===== config.mk =====
export PLATFORM = sky130hd
export DESIGN_NAME = fragment_ack_bitmap_encoder_top
export DESIGN_NICKNAME = d
export VERILOG_FILES = /design/src/fab_pkg.sv /design/src/fab_encode.sv /design/src/fab_serializer.sv /design/src/fragment_ack_bitmap_encoder_top.sv
export SDC_FILE = /design/constraint.sdc
export NUM_CORES = 1
export LEC_CHECK = 0
export BUFFER_PORTS_ARGS = -buffer_cell sky130_fd_sc_hd__buf_2
export CORE_MARGIN = 5
export CORE_UTILIZATION = 55
export DETAILED_ROUTE_END_ITERATION = 12
export GPL_TIMING_DRIVEN = 0
export PLACE_DENSITY = 0.76
export SYNTH_ARGS = -nofsm -noshare
export SYNTH_HDL_FRONTEND = slang
export SYNTH_SLANG_ARGS = --single-unit

===== constraint.sdc =====
create_clock -name clk -period 19.6 [get_ports clk]
set_input_delay 0.98 -clock clk [delete_from_list [all_inputs] [get_ports clk]]
set_output_delay 0.98 -clock clk [all_outputs]
set_load 0.02 [all_outputs]

===== src/fab_pkg.sv =====
// ============================================================================
// fab_pkg: shared constants for the fragment acknowledgement bitmap encoder
// Holds field widths, header constants and the default window size.
// ============================================================================
package fab_pkg;

  // Fixed widths of the transaction fields.
  localparam int WINDOW_W = 2;
  localparam int BITMAP_W = 63;
  localparam int BYTE_W   = 8;

  // Default number of bitmap elements in one window.
  localparam int TILE_COUNT_DEFAULT = 63;

  // Header byte used when every tile of the window was received.
  localparam logic [BYTE_W-1:0] HDR_W_MASK  = 8'hC0;
  localparam logic [BYTE_W-1:0] HDR_C_BIT   = 8'h20;
  localparam int                HDR_W_SHIFT = 6;

  // Bits in front of the bitmap in the long form: w1, w0 and a zero C bit.
  localparam int HDR_BITS = 3;

endpackage


===== src/fab_encode.sv =====
// ============================================================================
// fab_encode: acknowledgement frame builder
// Turns one request into a left-aligned bit stream and its byte count.
// ============================================================================
module fab_encode
  import fab_pkg::*;
#(
  parameter int  TILE_COUNT   = TILE_COUNT_DEFAULT,
  localparam int STREAM_BYTES = (TILE_COUNT + HDR_BITS) / 8 + 1,
  localparam int STREAM_W     = STREAM_BYTES * BYTE_W,
  localparam int CNT_W        = $clog2(STREAM_BYTES + 1)
) (
  input  logic [WINDOW_W-1:0] window,
  input  logic                all_received,
  input  logic                compress,
  input  logic [BITMAP_W-1:0] bitmap,
  output logic [STREAM_W-1:0] stream,
  output logic [CNT_W-1:0]    nbytes
);

  localparam int IDX_W  = (TILE_COUNT > 1) ? $clog2(TILE_COUNT) : 1;
  localparam int KEPT_W = $clog2(TILE_COUNT + 1);
  localparam int TOT_W  = $clog2(TILE_COUNT + HDR_BITS + 1);
  localparam int PAD_W  = STREAM_W - HDR_BITS - TILE_COUNT;

  logic [TILE_COUNT-1:0] bm;
  logic [TILE_COUNT-1:0] zero_bits;
  logic [TILE_COUNT-1:0] neg;
  logic [TILE_COUNT-1:0] lowest;
  logic [TILE_COUNT-1:0] keep;
  logic [IDX_W-1:0]      low_idx;
  logic [KEPT_W-1:0]     kept;
  logic [TOT_W-1:0]      total;
  logic [STREAM_W-1:0]   raw;
  logic [STREAM_W-1:0]   mask;
  logic [STREAM_W-1:0]   fill;
  logic [BYTE_W-1:0]     hdr;

  always_comb begin
    bm        = bitmap[TILE_COUNT-1:0];
    zero_bits = ~bm;
    // Two's complement isolates the lowest zero bitmap bit, which is the
    // last zero element; everything from there up is the kept part.
    neg       = ~zero_bits + TILE_COUNT'(1);
    lowest    = zero_bits & neg;

    low_idx = '0;
    for (int i = 0; i < TILE_COUNT; i++) begin
      if (lowest[i]) begin
        low_idx = low_idx | IDX_W'(i);
      end
    end

    if (!compress) begin
      keep = '1;
      kept = KEPT_W'(TILE_COUNT);
    end else if (zero_bits == '0) begin
      // No zero at all: only the first element survives.
      keep = '0;
      keep[TILE_COUNT-1] = 1'b1;
      kept = KEPT_W'(1);
    end else begin
      keep = zero_bits | neg;
      kept = KEPT_W'(TILE_COUNT) - KEPT_W'(low_idx);
    end

    total = TOT_W'(kept) + TOT_W'(HDR_BITS);
    raw   = {window, 1'b0, bm, {PAD_W{1'b0}}};
    mask  = {{HDR_BITS{1'b1}}, keep, {PAD_W{1'b0}}};
    fill  = compress ? ~mask : '0;
    hdr   = ((BYTE_W'(window) << HDR_W_SHIFT) & HDR_W_MASK) | HDR_C_BIT;

    if (all_received) begin
      stream = {hdr, {(STREAM_W - BYTE_W){1'b0}}};
      nbytes = CNT_W'(1);
    end else begin
      stream = (raw & mask) | fill;
      // An aligned stream still gets a whole pad byte.
      nbytes = CNT_W'(total >> 3) + CNT_W'(1);
    end
  end

endmodule


===== src/fab_serializer.sv =====
// ============================================================================
// fab_serializer: frame register and byte shifter
// Holds one built frame and hands it out one byte per output transaction.
// ============================================================================
module fab_serializer
  import fab_pkg::*;
#(
  parameter int  TILE_COUNT   = TILE_COUNT_DEFAULT,
  localparam int STREAM_BYTES = (TILE_COUNT + HDR_BITS) / 8 + 1,
  localparam int STREAM_W     = STREAM_BYTES * BYTE_W,
  localparam int CNT_W        = $clog2(STREAM_BYTES + 1)
) (
  input  logic                clk,
  input  logic                rst,
  input  logic                load_valid,
  output logic                load_ready,
  input  logic [STREAM_W-1:0] load_stream,
  input  logic [CNT_W-1:0]    load_nbytes,
  output logic                out_valid,
  input  logic                out_ready,
  output logic [BYTE_W-1:0]   data_byte,
  output logic                last_byte
);

  logic                f_valid;
  logic [STREAM_W-1:0] f_stream;
  logic [CNT_W-1:0]    f_count;

  assign out_valid  = f_valid;
  assign data_byte  = f_stream[STREAM_W-1 -: BYTE_W];
  assign last_byte  = (f_count == CNT_W'(1));
  assign load_ready = !f_valid || (out_ready && last_byte);

  always_ff @(posedge clk) begin
    if (rst) begin
      f_valid <= 1'b0;
      f_count <= '0;
    end else if (load_ready) begin
      f_valid <= load_valid;
      if (load_valid) begin
        f_stream <= load_stream;
        f_count  <= load_nbytes;
      end
    end else if (out_ready) begin
      f_stream <= f_stream << BYTE_W;
      f_count  <= f_count - CNT_W'(1);
    end
  end

endmodule


===== src/fragment_ack_bitmap_encoder_top.sv =====
// ============================================================================
// fragment_ack_bitmap_encoder_top: acknowledgement bitmap encoder
// Accepts acknowledgement requests and streams the encoded bytes, MSB first.
// ============================================================================
// Each input transaction describes one acknowledgement and yields one output
// transaction per byte, the final one flagged by last_byte. With
// all_received set the answer is the single header byte window<<6 | 0x20.
// Otherwise the bit stream is the window number, a zero C bit and the bitmap
// (element 0 in the most significant used bitmap bit), sent whole with zero
// padding or, with compress set, cut after the last zero element (after
// element 0 if there is none) and padded with ones; the pad always adds
// one to eight bits, so an aligned stream still gets a full pad byte.
// Bitmap bits at or above TILE_COUNT are ignored. The byte count is one
// for the header-only form and (kept + 3) / 8 + 1 otherwise, nine for a
// full 63-element window. The output byte shifter moves one byte per
// cycle while out_ready is high. A request passes through the input
// register before its frame is loaded into the frame register, which
// presents the first byte. While a frame drains, the next request waits
// in the input register and its frame is built and loaded in the same
// cycle that the last byte of the current frame is taken, so bytes leave
// without gaps.
// ============================================================================
module fragment_ack_bitmap_encoder_top
  import fab_pkg::*;
#(
  parameter int TILE_COUNT = TILE_COUNT_DEFAULT
) (
  input  logic                clk,
  input  logic                rst,
  input  logic                in_valid,
  output logic                in_ready,
  input  logic [WINDOW_W-1:0] window,
  input  logic                all_received,
  input  logic                compress,
  input  logic [BITMAP_W-1:0] bitmap,
  output logic                out_valid,
  input  logic                out_ready,
  output logic [BYTE_W-1:0]   data_byte,
  output logic                last_byte
);

  localparam int STREAM_BYTES = (TILE_COUNT + HDR_BITS) / 8 + 1;
  localparam int STREAM_W     = STREAM_BYTES * BYTE_W;
  localparam int CNT_W        = $clog2(STREAM_BYTES + 1);

  // Input register: holds one accepted request until the frame register
  // can take its encoded form.
  logic                hold_valid;
  logic [WINDOW_W-1:0] hold_window;
  logic                hold_all_received;
  logic                hold_compress;
  logic [BITMAP_W-1:0] hold_bitmap;

  logic                load_ready;
  logic [STREAM_W-1:0] enc_stream;
  logic [CNT_W-1:0]    enc_nbytes;

  // The input register frees up whenever its content moves on, so a new
  // request can be accepted in the same cycle.
  assign in_ready = !hold_valid || load_ready;

  always_ff @(posedge clk) begin
    if (rst) begin
      hold_valid <= 1'b0;
    end else if (in_ready) begin
      hold_valid <= in_valid;
    end
  end

  always_ff @(posedge clk) begin
    if (in_valid && in_ready) begin
      hold_window       <= window;
      hold_all_received <= all_received;
      hold_compress     <= compress;
      hold_bitmap       <= bitmap;
    end
  end

  // Frame building is purely combinational from the input register.
  fab_encode #(
    .TILE_COUNT (TILE_COUNT)
  ) u_encode (
    .window       (hold_window),
    .all_received (hold_all_received),
    .compress     (hold_compress),
    .bitmap       (hold_bitmap),
    .stream       (enc_stream),
    .nbytes       (enc_nbytes)
  );

  // The frame register doubles as the output register.
  fab_serializer #(
    .TILE_COUNT (TILE_COUNT)
  ) u_serializer (
    .clk         (clk),
    .rst         (rst),
    .load_valid  (hold_valid),
    .load_ready  (load_ready),
    .load_stream (enc_stream),
    .load_nbytes (enc_nbytes),
    .out_valid   (out_valid),
    .out_ready   (out_ready),
    .data_byte   (data_byte),
    .last_byte   (last_byte)
  );

  // An accepted request always lands in the input register.
  a_hold_fill: assert property (@(posedge clk) disable iff (rst)
    (in_valid && in_ready) |=> hold_valid)
    else $error("accepted request did not reach the input register");

  // A request handed to the frame register shows up at the output next cycle.
  a_frame_load: assert property (@(posedge clk) disable iff (rst)
    (hold_valid && load_ready) |=> out_valid)
    else $error("loaded frame not presented at the output");

  // A header-only acknowledgement is a single, final byte.
  a_single_byte: assert property (@(posedge clk) disable iff (rst)
    (hold_valid && load_ready && hold_all_received) |=> (out_valid && last_byte))
    else $error("header-only acknowledgement not marked as last byte");

  // A frame keeps producing bytes until its last one is taken.
  a_no_drop: assert property (@(posedge clk) disable iff (rst)
    (out_valid && out_ready && !last_byte) |=> out_valid)
    else $error("frame ended before its last byte");

endmodule

* Word level (Yosys, flattened, before mapping) *
Cells that the tools add are included.

operators by class
  $mul = 0
  add/sub/neg operators = 5
  shift-type cells = 0
  div/mod/pow operators = 0
  bitwise gates (word level) = 8
  eq/ne operators = 2
  reductions and logical operators = 12
  $lt $le $gt $ge = 0
  mux-type cells = 91

operators with widths
  cell                                                                   number
  72-bit 2-to-1 mux                                                      10
  6-bit 2-to-1 mux                                                       34
  63-bit 2-to-1 mux                                                      3
  63-bit inverter                                                        2
  5-bit 2-to-1 mux                                                       16
  72-bit AND                                                             1
  72-bit inverter                                                        1
  72-bit OR                                                              1
  4-bit 2-to-1 mux                                                       17
  63-bit by 1-bit adder with 63-bit output, second input constant        1
  63-bit AND                                                             1
  63-bit zero test                                                       1
  63-bit OR                                                              1
  3-bit 2-to-1 mux                                                       4
  6-bit by 2-bit adder with 7-bit output, second input constant          1
  6-bit subtractor, first input constant                                 1
  1-bit 2-to-1 mux                                                       5
  4-bit by 1-bit adder with 4-bit output, second input constant          1
  4-bit by 1-bit equality test with 1-bit output, second input constant  1
  2-bit 2-to-1 mux                                                       2
  2-bit nonzero test                                                     2
  4-bit by 1-bit subtractor with 4-bit output, second input constant     1
  3-bit != test, second input constant                                   1
  3-bit AND reduction                                                    1
  6 further kinds                                                        9

word-level totals
  memory bits (writable) = 0
  flip-flop bits (word level) = 145
  bits in latches = 0
  memories kept = 0
  word-level logic and storage cells = 126
  bits in read-only memories = 0
  output and inout bits = 11
  input bits = 71

* Depth between registers and ports, before layout *
  word-level depth = 78
  mapped depth = 18
  mapped depth without buffers = 16

* Modules after synthesis *
A second synthesis with hierarchy kept.

unflattened totals
  cell total of the unflattened synthesis = 825
  area total of the unflattened synthesis = 8037.7 um2

by module, submodules not included
  module                           area an instance (um2)  times used  cells an instance  seq. area each (um2)
  fab_serializer                   3425.8                  1           331                2262.2
  fab_encode                       2544.9                  1           422                0.0
  fragment_ack_bitmap_encoder_top  2067.0                  1           72                 2031.9

* Worst setup path after synthesis *
OpenSTA, ideal clock, no wires.

  path kind = in2reg
  from = input port out_ready
  to = register u_serializer.f_count[0]
  cell stages on the path = 8
  buffers on the path = 1
  slack = 12.207 ns
  arrival = 7.299 ns
  required time = 19.506 ns
  library setup time = 0.094 ns
  path through = nand2_1 and2_1 clkbuf_1 nor2_1 nor3_1 o21ai_0 o32a_1 o21ai_1

on the way
  longest elaborated chain between the ends = 4
  elaborated cells between the ends (all ways) = 7
  classes of those cells = 1 x eq/ne; 2 x mux; 4 x reduce/logical

ends and longest elaborated chain
  item                                                                      RTL line                               text
  start, declared                                                           fragment_ack_bitmap_encoder_top.sv:37  input logic out_ready,
  1-bit logical AND                                                         fab_serializer.sv:32                   assign load_ready = !f_valid || (out_ready && last_byte);
  1-bit logical OR                                                          fab_serializer.sv:32
  3-bit != test (no line) (tied with other cells)                           --
  2-bit AND reduction (no line) / 4-bit 2-to-1 mux (equally long branches)  --
  end signal, assigned                                                      fab_serializer.sv:42                   f_count <= load_nbytes;
  end signal, assigned                                                      fab_serializer.sv:46                   f_count <= f_count - CNT_W'(1);
  end, declared                                                             fab_serializer.sv:27                   logic [CNT_W-1:0] f_count;

Parallel ways exist; a longest one is shown, timed or not. The select of a mux whose other input is x is not followed.
A chain may end at the register's enable or synchronous reset.

* Final worst setup path *
  from = register hold_bitmap[28]
  to = register u_serializer.f_count[2]

on the way
  longest elaborated chain between the ends = 51
  elaborated cells between the ends (all ways) = 52
  classes of those cells = 4 x add/sub; 44 x mux; 3 x bitwise; 1 x reduce/logical

ends and longest elaborated chain
  item                                        RTL line                               text
  start, declared                             fragment_ack_bitmap_encoder_top.sv:52  logic [BITMAP_W-1:0] hold_bitmap;
  start signal, assigned                      fragment_ack_bitmap_encoder_top.sv:75  hold_bitmap <= bitmap;
  63-bit inverter (*)                         fab_encode.sv:41                       zero_bits = ~bm;
  63-bit inverter                             fab_encode.sv:44                       neg = ~zero_bits + TILE_COUNT'(1);
  63-bit by 1-bit adder with 63-bit output    fab_encode.sv:44
  63-bit AND                                  fab_encode.sv:45                       lowest = zero_bits & neg;
  5-bit 2-to-1 mux (4 in a row)               fab_encode.sv:49                       if (lowest[i]) begin
  6-bit 2-to-1 mux (31 in a row)              fab_encode.sv:49
  6-bit subtractor                            fab_encode.sv:64                       kept = KEPT_W'(TILE_COUNT) - KEPT_W'(low_idx);
  6-bit 2-to-1 mux (*)                        fab_encode.sv:57                       end else if (zero_bits == '0) begin
  6-bit 2-to-1 mux (*) (2 in a row)           fab_encode.sv:54                       if (!compress) begin
  6-bit by 2-bit adder with 7-bit output (*)  fab_encode.sv:67                       total = TOT_W'(kept) + TOT_W'(HDR_BITS);
  4-bit by 1-bit adder with 4-bit output (*)  fab_encode.sv:79                       nbytes = CNT_W'(total >> 3) + CNT_W'(1);
  4-bit 2-to-1 mux (*)                        fab_encode.sv:73                       if (all_received) begin
  4-bit 2-to-1 mux (*)                        fab_serializer.sv:40                   if (load_valid) begin
  4-bit 2-to-1 mux (*)                        fab_serializer.sv:38                   end else if (load_ready) begin
  4-bit 2-to-1 mux (*)                        fab_serializer.sv:35                   if (rst) begin
  4-bit 2-to-1 mux (*)                        fab_serializer.sv:38
  4-bit 2-to-1 mux (*)                        fab_serializer.sv:35

Every way passes the cells marked *; elsewhere a longest branch is shown, timed or not. The select of a mux whose other input is x is not followed.

==> results.py <==
metrics = {
    "run_status": {
        "status": "finished, final reports clean",
    },
    "clocking": {
        "tritoncts.num_buffers": 17,
        "cts.clk_slew.worst_paths_ns": 0.06,
        "clk_root_buffer_cell": "clkbuf_16",
        "cts_sinks": 140,
        "clock_insertion_delay_worst_skew_ns": 0.43,
        "post-cts-setup-buffer-count": 0,
        "ctsResizeCount": 0,
        "cts.path.max_buffers": 2,
        "clock_tree_from_tritoncts": "built",
        "cts.hold.buffers_added": 0,
        "htreeDepth": 4,
    },
    "cells_and_area": {
        "area_growth_syn_to_layout_pct": 17.0,
        "fin_util": 0.656,
        "layout.nets": 908,
        "final_area_sq_um": 8690,
        "antenna_cells_inserted": 0,
        "mostFrequentLayoutCells": "134 x edfxtp_1, 122 x nand2_1, 82 x buf_2",
        "mostFrequentLayoutCell": "edfxtp_1",
        "final_layout_size_suffix_gt1_frac": 0.162,
        "finalNonFillerCells": 1023,
    },
    "logic_synthesis": {
        "synth_top_flop_cell": "edfxtp_1",
        "sequential_cell_area_fraction_in_the_yosys_report": 0.558,
        "synth.avg_cell_area_sq_um": 10.2,
        "yosys_warnings": 0,
        "netlist_instances": 729,
        "synth.lib_cells_used.distinct": 65,
        "synth-edff-count": 134,
        "synthesis.nets": 803,
        "async_reset_ff_frac": 0,
        "synth-seq-cells": 140,
        "syn-cell-area_sq_um": 7430,
    },
    "worst_setup_path": {
        "critPathMaxFanout": 10,
        "critical_path.endpoint_type": "register",
        "worst_setup_path_endpoint": "u_serializer.f_count[2]",
        "crit_required_ns": 19.91,
        "crit_start": "hold_bitmap[28]",
        "critical_path.top_delay_family": "simple AND/OR/NAND/NOR gates",
        "setup.worst_path.start_class": "register",
        "r2r_setup_slack_ns": 14.87,
        "cp.arrival_ns": 5.05,
        "worst_r2r_startpoint": "hold_bitmap[28]",
        "timing.critical_path.depth": 16,
        "setup.worst_path.class": "reg -> reg",
        "rr_worst_depth": 16,
        "endpoint_of_the_lowest_slack_register_to_register_path": "u_serializer.f_count[2]",
        "critical_path.most_common_cell": "nand3_1",
        "crit_chain": "clkbuf_1, nand3_1, nor4_2, nand3_1, or4_1, nand3_1, or4_1, a21oi_1, or2_1, a211o_1, ha_1, and3_1, o21ai_0, a21oi_1, a21oi_1, nand3_1",
        "slowest_stage": "nor4_2",
        "cp.buffers_inverters": 1,
        "slowest_delay_ns": 0.62,
    },
    "routing": {
        "detail_route.wirelength_microns": 22800,
        "vias": 6581,
        "detail-route-antenna-nets": 0,
        "wl_per_instance_microns": 22.3,
        "routed_via_count_divided_by_cell_count": 6.43,
        "drtIter0Drc": 1068,
        "drt_drc_violations_left": 0,
        "drt_first_pass_iters": 6,
    },
    "global_routing": {
        "grt_pass1_vias": 6474,
        "antenna_found_initial": 0,
        "wire_length_of_the_first_global_routing_pass_microns": 35300,
        "gr-usage-all-layers": 0.289,
        "pin_count_of_the_biggest_net_entering_global_routing": 45,
        "grt.overflow.total": 0,
    },
    "job": {
        "max_cap_viol_count": 0,
    },
    "worst_hold_path": {
        "min-delay-path-class": "reg -> reg",
        "hold_path_depth": 2,
    },
    "place": {
        "cell_count_after_placement": 991,
        "gp_congestion": 0.964,
        "placed_area_sq_um": 8130,
        "numPortBuffers": 80,
        "detailedPlacementHpwl_microns": 17600,
    },
    "timing": {
        "min_period_ns": 4.73,
        "maxSlewHeadroom": 0.343,
        "hold_ws_ns": 0.526,
        "setup_total_negative_slack_ns": 0,
        "final.period_utilization": 0.242,
        "clock.fmax_mhz": 211,
        "timing.final.max_slew_violations": 0,
        "finalHoldViolations": 0,
        "finClkSkew_ns": 0.00682,
        "setup_viol_count_final": 0,
        "worst-slew-pin-transition_ns": 0.977,
        "rsz0062_at_grt": "no",
    },
    "power": {
        "p_per_area_nw_per_um2": 87.1,
        "power.leakage_nw": 3.02,
        "ir_drop_uv": 74.1,
    },
    "die": {
        "io_pins": 82,
        "dieArea_sq_um": 15900,
        "fp.coreArea_sq_um": 13200,
        "initial_core_util": 0.561,
        "floorplan.die.height_microns": 126,
        "num_rows": 42,
        "chipWidth_microns": 126,
    },
}
[flip-flops by register name, indices dropped and copies added, names as in the netlist]
name	count
hold_valid	1
u_serializer.f_stream	67
hold_all_received	1
u_serializer.f_count	4
u_serializer.out_valid	1
hold_window	2
hold_bitmap	63
hold_compress	1
[routing by layer]
metal,routed length [microns],vias up,track usage
met5,0,-,0
met4,804,0,0.122
met3,2280,66,0.0627
met2,10500,414,0.449
met1,9180,3118,0.396
li1,-,2983,-
[Yosys cell counts, drive strengths merged (5+ instances only)]
library cell	instances	area share
o211ai	5	0.0051
nand2b	55	0.046
nor3	26	0.018
nand4b	10	0.012
o31ai	11	0.011
edfxtp	134	0.54
nor2	31	0.016
nand4	35	0.032
nand2	122	0.062
or3	5	0.0042
a211oi	6	0.0061
and3	10	0.0084
clkbuf	25	0.013
a21oi	14	0.0094
inv	15	0.0076
nor4	22	0.020
nand3	29	0.020
and2	9	0.0076
o21ai	72	0.049
buf	14	0.011
dfxtp	6	0.016
or4	8	0.0086
[cell families after synthesis]
logic type	synth area share
AO/OA/AOI/OAI	0.125
XOR/XNOR	0.00118
adder cells (fa/ha/maj)	0.00506
buffers and inverters	0.0317
flip-flops	0.558
AND/OR/NAND/NOR	0.279
[how the worst min path moves through the flow]
| stage | from | to |
|---|---|---|
| after floorplan | u_serializer.f_stream[61] | u_serializer.f_stream[69] |
| after global placement | u_serializer.f_stream[62] | u_serializer.f_stream[70] |
| after detailed placement | u_serializer.f_stream[61] | u_serializer.f_stream[69] |
| after CTS | u_serializer.f_stream[53] | u_serializer.f_stream[61] |
| after global routing | u_serializer.f_stream[55] | u_serializer.f_stream[63] |
| final | u_serializer.f_stream[53] | u_serializer.f_stream[61] |
[through the flow]
step                      setup WS [ns]  total power, mW
after floorplan                   12.21            0.419
after global placement            10.19            0.449
after detailed placement          14.98            0.454
after CTS                         14.96            0.758
after global routing              14.74            0.782
final                             14.87            0.757
[worst min-delay path, stage by stage, from the launching register on]
cell	delay, ns
edfxtp_1	0.32
nand2_1	0.04
o21ai_0	0.06
[layout make-up]
cell class / count / area [sq um]
Clock inverter: 13 / 124
Inverter: 15 / 56.3
Buffer: 39 / 179
Fill cell: 1054 / 4550
Multi-Input combinational cell: 535 / 3050
Clock buffer: 19 / 433
Timing Repair Buffer: 86 / 480
Sequential cell: 140 / 4140
Tap cell: 176 / 220
[where the power goes]
part	internal (mW)	switching, mW	leakage, nW	total (mW)
Sequential	0.354	0.0176	1.34	0.372
Combinational	0.0282	0.0509	1.42	0.0790
Clock	0.185	0.121	0.271	0.306
Total	0.567	0.189	3.02	0.757
(Power assumes the default switching activity.)
